File: src/gsnl_pkg.sv
// Shared widths, codes and handshake structs for the stencil neighbor lister.
package gsnl_pkg;

    localparam int NUM_W     = 12;   // cell numbers and grid indices
    localparam int SIZE_W    = 13;   // grid size registers
    localparam int AREA_W    = 2 * SIZE_W;   // size_x * size_y
    localparam int POS_W     = AREA_W + 1;   // neighbor positions, down side included
    localparam int ENTRY_W   = NUM_W + 1;    // map entry: active bit over cell number
    localparam int DIR_W     = 3;
    localparam int NDIR      = 7;
    localparam int CFG_IDX_W = 2;
    localparam int STEP_W    = $clog2(NUM_W + 1);

    localparam logic [SIZE_W-1:0] SIZE_RESET = 13'd16;

    localparam logic [CFG_IDX_W-1:0] CFG_SIZE_X = 2'd0;
    localparam logic [CFG_IDX_W-1:0] CFG_SIZE_Y = 2'd1;
    localparam logic [CFG_IDX_W-1:0] CFG_SIZE_Z = 2'd2;

    localparam logic OP_WRITE = 1'b0;
    localparam logic OP_QUERY = 1'b1;

    localparam logic [DIR_W-1:0] DIR_UP    = 3'd0;
    localparam logic [DIR_W-1:0] DIR_BACK  = 3'd1;
    localparam logic [DIR_W-1:0] DIR_LEFT  = 3'd2;
    localparam logic [DIR_W-1:0] DIR_SELF  = 3'd3;
    localparam logic [DIR_W-1:0] DIR_RIGHT = 3'd4;
    localparam logic [DIR_W-1:0] DIR_FRONT = 3'd5;
    localparam logic [DIR_W-1:0] DIR_DOWN  = 3'd6;

    typedef struct packed {
        logic              start;
        logic [NUM_W-1:0]  dividend;
        logic [AREA_W-1:0] divisor;
    } div_req_t;

    typedef struct packed {
        logic             done;
        logic [NUM_W-1:0] quotient;
        logic [NUM_W-1:0] remainder;
    } div_rsp_t;

endpackage

File: src/gsnl_div.sv
// Restoring divider that produces one quotient bit per cycle.
module gsnl_div (
    input  logic                clk,
    input  logic                rst_n,
    input  gsnl_pkg::div_req_t  req,
    output gsnl_pkg::div_rsp_t  rsp
);

    logic                         busy_reg;
    logic                         done_reg;
    logic [gsnl_pkg::STEP_W-1:0]  step_reg;
    logic [gsnl_pkg::NUM_W-1:0]   rem_reg;
    logic [gsnl_pkg::NUM_W-1:0]   quo_reg;
    logic [gsnl_pkg::AREA_W-1:0]  divisor_reg;

    logic [gsnl_pkg::NUM_W:0]     trial;
    logic [gsnl_pkg::AREA_W-1:0]  trial_wide;
    logic [gsnl_pkg::AREA_W-1:0]  diff;
    logic                         fits;
    logic [gsnl_pkg::NUM_W-1:0]   rem_step;

    // The partial remainder never exceeds the 12-bit dividend, so the top
    // bit of the trial value is always clear and truncation is safe.
    always_comb
    begin
        trial      = {rem_reg, quo_reg[gsnl_pkg::NUM_W-1]};
        trial_wide = gsnl_pkg::AREA_W'(trial);
        fits       = trial_wide >= divisor_reg;
        diff       = trial_wide - divisor_reg;
        rem_step   = fits ? diff[gsnl_pkg::NUM_W-1:0] : trial[gsnl_pkg::NUM_W-1:0];
    end

    always_ff @(posedge clk or negedge rst_n)
    begin
        if (!rst_n)
        begin
            busy_reg <= 1'b0;
            done_reg <= 1'b0;
            step_reg <= '0;
        end
        else
        begin
            done_reg <= 1'b0;
            if (!busy_reg && req.start)
            begin
                busy_reg <= 1'b1;
                step_reg <= gsnl_pkg::STEP_W'(gsnl_pkg::NUM_W);
            end
            else if (busy_reg)
            begin
                step_reg <= step_reg - gsnl_pkg::STEP_W'(1);
                if (step_reg == gsnl_pkg::STEP_W'(1))
                begin
                    busy_reg <= 1'b0;
                    done_reg <= 1'b1;
                end
            end
        end
    end

    always_ff @(posedge clk)
    begin
        if (!busy_reg && req.start)
        begin
            rem_reg     <= '0;
            quo_reg     <= req.dividend;
            divisor_reg <= req.divisor;
        end
        else if (busy_reg)
        begin
            rem_reg <= rem_step;
            quo_reg <= {quo_reg[gsnl_pkg::NUM_W-2:0], fits};
        end
    end

    assign rsp.done      = done_reg;
    assign rsp.quotient  = quo_reg;
    assign rsp.remainder = rem_reg;

endmodule
File: config.mk
export PLATFORM = sky130hd
export DESIGN_NAME = gsnl_div
export DESIGN_NICKNAME = d
export VERILOG_FILES = /design/src/gsnl_pkg.sv /design/src/gsnl_div.sv
export SDC_FILE = /design/constraint.sdc
export NUM_CORES = 1
export LEC_CHECK = 0
export BUFFER_PORTS_ARGS = -buffer_cell sky130_fd_sc_hd__buf_2
export CORE_ASPECT_RATIO = 1.1
export CORE_MARGIN = 5
export CORE_UTILIZATION = 55
export CTS_BUF_LIST = sky130_fd_sc_hd__clkbuf_16
export CTS_CLUSTER_SIZE = 30
export DETAILED_ROUTE_END_ITERATION = 6
export PLACE_DENSITY_LB_ADDON = 0.15
export SETUP_SLACK_MARGIN = 0.02
export SLEW_MARGIN = 20
export SYNTH_ARGS = -nofsm -noshare
export SYNTH_HDL_FRONTEND = slang
export SYNTH_SLANG_ARGS = --single-unit
File: constraint.sdc
create_clock -name clk -period 5.51 [get_ports clk]
set_clock_uncertainty 0.15 [all_clocks]
set_input_delay 1.102 -clock clk [delete_from_list [all_inputs] [get_ports clk]]
set_output_delay 1.102 -clock clk [all_outputs]
set_load 0.01 [all_outputs]
After elaboration in Yosys (flattened, before gate mapping). Cells that the tools add are included.

Register bits: 56. Bits of input ports: 41. Word-level logic and storage cells: 24.

Add/sub/neg operators: 2. $lt $le $gt $ge: 1. Eq/ne operators: 1. Mux-type cells: 11. Reductions and logical operators: 3.

Operator list (number): $mux 12 (3); $ge 13x26->1 (1); $sub 12x12->12 (1); $mux 4 (2); $mux 1 (6); $eq 4x1->1 const B (1); $sub 4x1->4 const B (1); $reduce_bool 2->1 (1); $logic_and 1x1->1 (1); $logic_not 1->1 (1).

Logic depth before layout (Yosys ltp). Gate-level depths: netlist of run 1.

Depth after elaboration: 4. Gate-level depth with buffers: 10. Depth with buffers taken out: 9.

Worst setup path before layout of run 1. OpenSTA, ideal clock, no wires.

Kind: input to register. Start: in req[38] in the netlist's numbering. End: reg quo_reg[10] in the netlist's numbering (data pin). Setup time: 0.261 ns. Data arrival time: 2.783 ns. Slack: 2.316 ns. Stages: 3. Buffers on the path: 1. Cell sequence: nor2b_1 -> clkbuf_1 -> mux2_2.

Longest elaborated chain between the ends: 2.

RTL lines: start, declared (line gsnl_div.sv:5) `input gsnl_pkg::div_req_t req,`; $logic_and 1x1->1 (line gsnl_div.sv:63) `if (!busy_reg && req.start)`; $mux 12 (line gsnl_div.sv:63); end signal, assigned (line gsnl_div.sv:66) `quo_reg <= req.dividend;`; end signal, assigned (line gsnl_div.sv:72) `quo_reg <= {quo_reg[gsnl_pkg::NUM_W-2:0], fits};`; end, declared (line gsnl_div.sv:13) `logic [gsnl_pkg::NUM_W-1:0] quo_reg;`.

No other way between the ends. A chain may end at the register's enable or synchronous reset.

Final worst setup path of run 1.
Start: reg quo_reg[11] in the netlist's numbering. End: reg quo_reg[0] in the netlist's numbering (data pin).

Longest elaborated chain between the ends: 3.

RTL lines: $ge 13x26->1 (line gsnl_div.sv:28) `fits = trial_wide >= divisor_reg;`; $mux 12 (line gsnl_div.sv:69) `else if (busy_reg)`; $mux 12 (line gsnl_div.sv:63).

No other way between the ends. The select of a mux whose other input is x is not followed.

==> results of run 1 <==
[final timing paths]
path,start,end,slack (ps),cells past startpoint
hold / removal,step_reg[3]$_DFFE_PN0P_,done_reg$_DFF_PN0_,360,1
hold reg to reg,step_reg[3]$_DFFE_PN0P_,done_reg$_DFF_PN0_,360,1
min in group asynchronous,rst_n,step_reg[1]$_DFFE_PN0P_,470,1
setup / recovery,quo_reg[11]$_DFFE_PP_,quo_reg[0]$_DFFE_PP_,2710,9
max in group asynchronous,rst_n,step_reg[0]$_DFFE_PN0P_,4600,1
setup reg to reg,quo_reg[11]$_DFFE_PP_,quo_reg[0]$_DFFE_PP_,2710,9
[final cells by class]
class                           count  share of cell area, %
Sequential cell                    56                   47.0
Tap cell                           58                   2.23
Clock inverter                      3                  0.729
Clock buffer                        5                   3.84
Inverter                           18                   2.07
Timing Repair Buffer               65                   9.98
Multi-Input combinational cell    156                   34.2
[metrics by stage]
| step | std cells | instance area (um2) | total power, mW | worst slack, ps |
|---|---|---|---|---|
| after floorplan | 239 | 2750 | 1.20 | 2320 |
| after global placement | 353 | 3110 | 1.38 | 2540 |
| after detailed placement | 353 | 3110 | 1.39 | 2520 |
| after CTS | 361 | 3260 | 1.72 | 2750 |
| after global routing | 361 | 3260 | 1.83 | 2550 |
| final | 361 | 3260 | 1.70 | 2710 |
[cells in the mapped netlist, types with 6 or more instances]
cell type                   n
sky130_fd_sc_hd__edfxtp_1  38
sky130_fd_sc_hd__clkbuf_1   6
sky130_fd_sc_hd__nand2_1   23
sky130_fd_sc_hd__xnor2_1    7
sky130_fd_sc_hd__mux2_2    12
sky130_fd_sc_hd__nor3_1    14
sky130_fd_sc_hd__inv_1     18
sky130_fd_sc_hd__a21oi_1   15
sky130_fd_sc_hd__dfrtp_1    6
sky130_fd_sc_hd__nor2_1    11
sky130_fd_sc_hd__dfxtp_1   12
sky130_fd_sc_hd__ha_1      15
[metal layers]
metal | vias up | global-route usage [%] | wire length [um]
li1 | 1001 | - | -
met1 | 950 | 23.2 | 2370
met2 | 67 | 28.9 | 2700
met3 | 7 | 3.86 | 335
met4 | 0 | 4.53 | 76
met5 | - | 0 | 0
[where the power goes]
| part | switching, mW | total (mW) | internal (mW) |
|---|---|---|---|
| Clock | 0.147 | 0.317 | 0.169 |
| Combinational | 0.351 | 0.680 | 0.329 |
| Sequential | 0.112 | 0.706 | 0.593 |
[critical path, delay by kind of cell (launching register included)]
family / cells / cell delay (ps)
compound gates: 3 / 850
buf+inv: 1 / 50
fa+ha+maj: 2 / 600
simple gates: 2 / 490
mux: 1 / 180
flops: 1 / 360
[kinds of logic after synthesis]
| family | Yosys count | synth area share (%) |
|---|---|---|
| fa+ha+maj | 16 | 7.55 |
| simple gates | 71 | 12.5 |
| flops | 56 | 55.7 |
| buf+inv | 27 | 4.14 |
| xor+xnor | 10 | 3.18 |
| compound gates | 47 | 12.1 |
| mux | 12 | 4.91 |
==> results.json, run 1 <==
{
  "finalWirelength_mm": 5.48,
  "grt_max_degree": 39,
  "number_of_fill_cells": 401,
  "die-height_um": 84.2,
  "netlist.area_leader.share_pct": 41.5,
  "cp_data_required_time_ps": 5530,
  "maxCapViolations": 0,
  "grt_util_overall_pct": 17.4,
  "final_nets": 359,
  "worst-slew-pin-transition_ps": 1020,
  "clock_insertion_delay_worst_skew_ps": 290,
  "largest_reg_flops": 26,
  "critical_path.max_stage_delay_ps": 450,
  "most-common-layout-cells": "65 x sky130_fd_sc_hd__buf_2, 38 x sky130_fd_sc_hd__edfxtp_1, 23 x sky130_fd_sc_hd__nand2_1, 18 x sky130_fd_sc_hd__inv_1",
  "drive_gt1_share_pct": 29.4,
  "setup_repair_after_global_routing_missed_its_margin": "false",
  "cell_breakdown_of_the_critical_path": "inv_1, ha_1, fa_1, nand2b_1, a21o_1, a21oi_1, o31a_1, or2_4, mux2_2",
  "ys_async_sr_fraction_pct": 10.7,
  "critical_path_arrival_ps": 2820,
  "synth_seq_cells": 56,
  "seq_area_frac_synth_pct": 55.7,
  "die_width_um": 77.4,
  "postSynth.topFlopCell": "sky130_fd_sc_hd__edfxtp_1",
  "ff_latch_area_mm2": 0.00153,
  "hpwl_mm": 3.92,
  "fin_hold_ws_ps": 365,
  "clock.fmax_ghz": 0.357,
  "post_cts_resize_count": 0,
  "antenna_found_initial": 0,
  "start_kind": "register",
  "fin_setup_tns_ps": 0,
  "post-route-util_pct": 66.1,
  "synth.area.top_cells": "sky130_fd_sc_hd__edfxtp_1 41%, sky130_fd_sc_hd__dfxtp_1 8.7%, sky130_fd_sc_hd__ha_1 6.8%",
  "synth.net_count": 296,
  "netlist_instances": 239,
  "number_of_nets_with_antenna_violations_after_detailed_routing": 0,
  "start_util_pct": 55.8,
  "most_common_cell_after_layout_fill_and_taps_aside": "sky130_fd_sc_hd__buf_2",
  "port-buffer-count": 65,
  "h-tree-depth": 2,
  "crit_path_max_fanout": 13,
  "worst_setup_path_end_kind": "register",
  "final_hold_viol_count": 0,
  "gp_congestion": 0.848,
  "drt_first_iter_violations": 154,
  "drc": 0,
  "cts_setup_buffers": 0,
  "final_period_util_pct": 50.8,
  "cts-buffers-inserted": 5,
  "grt_pass1_vias": 2025,
  "crit_slowest_cell": "sky130_fd_sc_hd__o31a_1",
  "total_leakage_power_nw": 1.42,
  "hold_path_class": "register to register",
  "post_synth_num_cell_types": 41,
  "clock-sinks": 56,
  "grt_overflow": 0,
  "criticalPathCategory": "register to register",
  "final_count_of_negative_setup_slack_endpoints": 0,
  "synth_top_cell_by_area": "sky130_fd_sc_hd__edfxtp_1",
  "io-pin-count": 66,
  "post_cts_hold_buffer_count": 0,
  "path_clk_slew_ps": 70,
  "post_synth.cell_area_avg_um2": 11.5,
  "area.growth.synth_to_final_pct": 18.5,
  "tritoncts": "built",
  "diode_insertion_count_for_antenna_repair": 0,
  "synth_edf_count": 38,
  "detail_route.wl_per_cell_um": 15.2,
  "detailroute.via_count": 2025,
  "coreArea_mm2": 0.00493,
  "synth-warning-count": 0,
  "synthesis.area_mm2": 0.00275,
  "timing.final.crit_period_ps": 2800,
  "multi_input_area_mm2": 0.00111,
  "clk_root_buffer_cell": "sky130_fd_sc_hd__clkbuf_16",
  "ir_drop_mv": 0.232,
  "worst_slew_margin_rel_pct": 31.7,
  "viasPerCell": 5.61,
  "grt_pass1_wl_mm": 9.20,
  "outcome": "completed",
  "clk_path_buf_depth": 2,
  "timing_max_transition_violations_final": 0,
  "drt_pass1_iterations": 4,
  "die-area_mm2": 0.00652,
  "fp-row-count": 27,
  "power-per-cell-area_mw_per_mm2": 522
}
(Power assumes the default switching activity.)
==> run 2: changes to the inputs <==
- ABC_AREA: default -> 1
- CORE_UTILIZATION: 55 -> 54
- clock period: 5.51 -> 2.62 ns (I/O delays scaled with it)
==> run 2 against run 1 <==
  * Highest routed layer unchanged
  * Routed wire length rose by 17%
  * Sequential power rose by 110%
  * Critical endpoint is now rem_reg[6]$_SDFFE_PP0P_
  * Synthesized area is 9.8% higher
  * Worst setup slack lost 2300 ps
  * Cell count up 40%
  * Global-route usage is 2.4 points higher
  * Via count grew 22%
  * Non-clock buffer count rose by 4
==> results.json, run 2 <==
{
  "outcome": "completed",
  "final_hold_viol_count": 0,
  "synth_seq_cells": 56,
  "timing_max_transition_violations_final": 0,
  "coreArea_mm2": 0.00540,
  "ir_drop_mv": 0.531,
  "netlist_instances": 360,
  "grt_max_degree": 21,
  "synth_top_cell_by_area": "sky130_fd_sc_hd__edfxtp_1",
  "post-synth-top-count-cell": "sky130_fd_sc_hd__nand2_1",
  "layout.cell_area.non_filler_mm2": 0.00360,
  "final_count_of_negative_setup_slack_endpoints": 0,
  "worst_slew_margin_rel_pct": 59.7,
  "start_kind": "register",
  "worst-slew-pin-transition_ps": 605,
  "drt_first_iter_violations": 168,
  "synth.area.top_cells": "sky130_fd_sc_hd__edfxtp_1 38%, sky130_fd_sc_hd__nand2_1 16%, sky130_fd_sc_hd__dfxtp_1 8.0%",
  "crit_path_max_fanout": 15,
  "netlist.area_leader.share_pct": 37.8,
  "total_leakage_power_nw": 1.85,
  "synth-warning-count": 0,
  "grt_pass1_vias": 2451,
  "power-per-cell-area_mw_per_mm2": 1030,
  "criticalPathCategory": "register to register",
  "largest_reg_flops": 26,
  "clock.fmax_ghz": 0.454,
  "port-buffer-count": 65,
  "dpl_cell_area_mm2": 0.00342,
  "synthTopCellsByCount": "127 x sky130_fd_sc_hd__nand2_1, 50 x sky130_fd_sc_hd__inv_1, 38 x sky130_fd_sc_hd__edfxtp_1, 29 x sky130_fd_sc_hd__nor2_1, 24 x sky130_fd_sc_hd__nand3_1",
  "post_synth.cell_area_avg_um2": 8.39,
  "gp_congestion": 0.885,
  "drt_pass1_iterations": 4,
  "most-common-layout-cells": "127 x sky130_fd_sc_hd__nand2_1, 65 x sky130_fd_sc_hd__buf_2, 50 x sky130_fd_sc_hd__inv_1, 38 x sky130_fd_sc_hd__edfxtp_1, 28 x sky130_fd_sc_hd__nor2_1",
  "finalWirelength_mm": 6.39,
  "postSynth.topFlopCell": "sky130_fd_sc_hd__edfxtp_1",
  "most_common_cell_after_layout_fill_and_taps_aside": "sky130_fd_sc_hd__nand2_1",
  "setup_repair_after_global_routing_missed_its_margin": "false",
  "cts_setup_buffers": 0,
  "worst_setup_path_end_kind": "register",
  "io-pin-count": 66,
  "area.growth.synth_to_final_pct": 19.0,
  "die-area_mm2": 0.00719,
  "antenna_found_initial": 0,
  "clk_path_buf_depth": 2,
  "seq_area_frac_synth_pct": 50.7,
  "grt_util_overall_pct": 19.8,
  "ys_async_sr_fraction_pct": 10.7,
  "diode_insertion_count_for_antenna_repair": 0,
  "grt_pass1_wl_mm": 11.1,
  "tritoncts": "built",
  "detailroute.via_count": 2465,
  "totalPowerFinal_mw": 3.72,
  "clock-sinks": 56,
  "synth.net_count": 417,
  "post_cts_resize_count": 0,
  "synthesis.area_mm2": 0.00302,
  "cts-buffers-inserted": 5,
  "final_period_util_pct": 84.1,
  "die_width_um": 81.3,
  "synth_edf_count": 38,
  "hpwl_mm": 4.94,
  "cp_data_required_time_ps": 2660,
  "detail_route.wl_per_cell_um": 12.7,
  "h-tree-depth": 2,
  "fp-row-count": 28,
  "path_clk_slew_ps": 70,
  "timing.final.crit_period_ps": 2200,
  "die-height_um": 88.5,
  "clock_insertion_delay_worst_skew_ps": 290,
  "viasPerCell": 4.89,
  "grt_overflow": 0,
  "start_util_pct": 56.0,
  "drc": 0,
  "final_nets": 485,
  "drive_gt1_share_pct": 20.5,
  "fin_setup_tns_ps": 0,
  "maxCapViolations": 0,
  "number_of_nets_with_antenna_violations_after_detailed_routing": 0,
  "hold_path_class": "primary input to register",
  "clk_root_buffer_cell": "sky130_fd_sc_hd__clkbuf_16",
  "post_synth_num_cell_types": 29,
  "critical_path_arrival_ps": 2240
}
==> run 2: cell types whose count changed in the layout (fill, tap and decap cells not counted), sizes merged, moves of 5 or more <==
cell / change
a21o: -5
a21oi: -8
inv: +33
mux2: -12
nand2: +110
nand2b: -5
nand3: +22
nand3b: +9
nor2: +21
nor3: -11
o211ai: -6
o221ai: -5
xnor2: -5
==> run 2: report_power, final <==
part           switching [mW]  total, mW  leakage (nW)  internal (mW)
sequential              0.199       1.45         0.543           1.25
combinational           0.913       1.51          1.23          0.599
clock                   0.305      0.760        0.0804          0.454
total                    1.42       3.72          1.85           2.30
==> run 2: per-stage QoR <==
| step | worst slack, ps | hold slack [ps] | instances | utilization [%] |
|---|---|---|---|---|
| CTS | 422 | 249 | 504 | 66.7 |
| detailed placement | 448 | 209 | 495 | 63.3 |
| global placement | 546 | 203 | 495 | 63.3 |
| floorplan | 638 | 78.4 | 360 | - |
| global route | 237 | 244 | 504 | 66.7 |
| finish | 417 | 254 | 504 | 66.7 |
==> run 2: worst paths after layout <==
check | to | slack, ps | from | cells past startpoint
max in group asynchronous | busy_reg$_DFF_PN0_ | 1740 | rst_n | 2
min in group asynchronous | step_reg[1]$_DFFE_PN0P_ | 430 | rst_n | 2
hold / removal | divisor_reg[11]$_DFFE_PP_ | 250 | req[11] | 1
setup / recovery | rem_reg[6]$_SDFFE_PP0P_ | 420 | quo_reg[11]$_DFFE_PP_ | 11
setup reg to reg | rem_reg[6]$_SDFFE_PP0P_ | 420 | quo_reg[11]$_DFFE_PP_ | 11
hold reg to reg | done_reg$_DFF_PN0_ | 320 | step_reg[3]$_DFFE_PN0P_ | 1
==> run 2: repair_timing <==
item / CTS / global route
endpoints found under the setup margin: 0 / 0
endpoints found under the hold margin: 6 / 0
hold buffers: 1 / 0
==> run 2: cells by family (layout without fill, tap and decap cells) <==
group / count (synthesis) / after routing / synth area share [%]
and+or+nand+nor: 212 / 212 / 30.6
AOI/OAI and AO/OA: 13 / 13 / 2.40
DFF: 56 / 56 / 50.7
adders and majority gates: 16 / 16 / 6.87
xor gates and xnor gates: 5 / 5 / 1.45
buffers and inverters: 58 / 127 / 8.03
==> run 2: routing by layer <==
| layer | global-route usage, % | routed length [um] | up-vias |
|---|---|---|---|
| met5 | 0 | 0 | - |
| met2 | 34.1 | 3130 | 69 |
| met4 | 5.07 | 74 | 0 |
| met3 | 4.07 | 479 | 6 |
| li1 | - | - | 1290 |
| met1 | 25.6 | 2710 | 1100 |
==> run 2: final cells by class <==
class | count | area, um2
Timing Repair Buffer | 69 | 358
Clock inverter | 3 | 46.3
Multi-Input combinational cell | 246 | 1250
Sequential cell | 56 | 1530
Inverter | 50 | 188
Fill cell | 471 | 1800
Tap cell | 75 | 93.8
Clock buffer | 5 | 125
==> run 2: worst max-delay path, stage by stage (launching register included) <==
cell	delay, ps
sky130_fd_sc_hd__edfxtp_1	340
sky130_fd_sc_hd__inv_1	50
sky130_fd_sc_hd__ha_1	220
sky130_fd_sc_hd__fa_1	400
sky130_fd_sc_hd__inv_1	120
sky130_fd_sc_hd__nand3_1	120
sky130_fd_sc_hd__nand3_2	120
sky130_fd_sc_hd__nand2_4	130
sky130_fd_sc_hd__nand2_2	220
sky130_fd_sc_hd__nand2_1	90
sky130_fd_sc_hd__nand3_1	80
sky130_fd_sc_hd__nand2_1	60
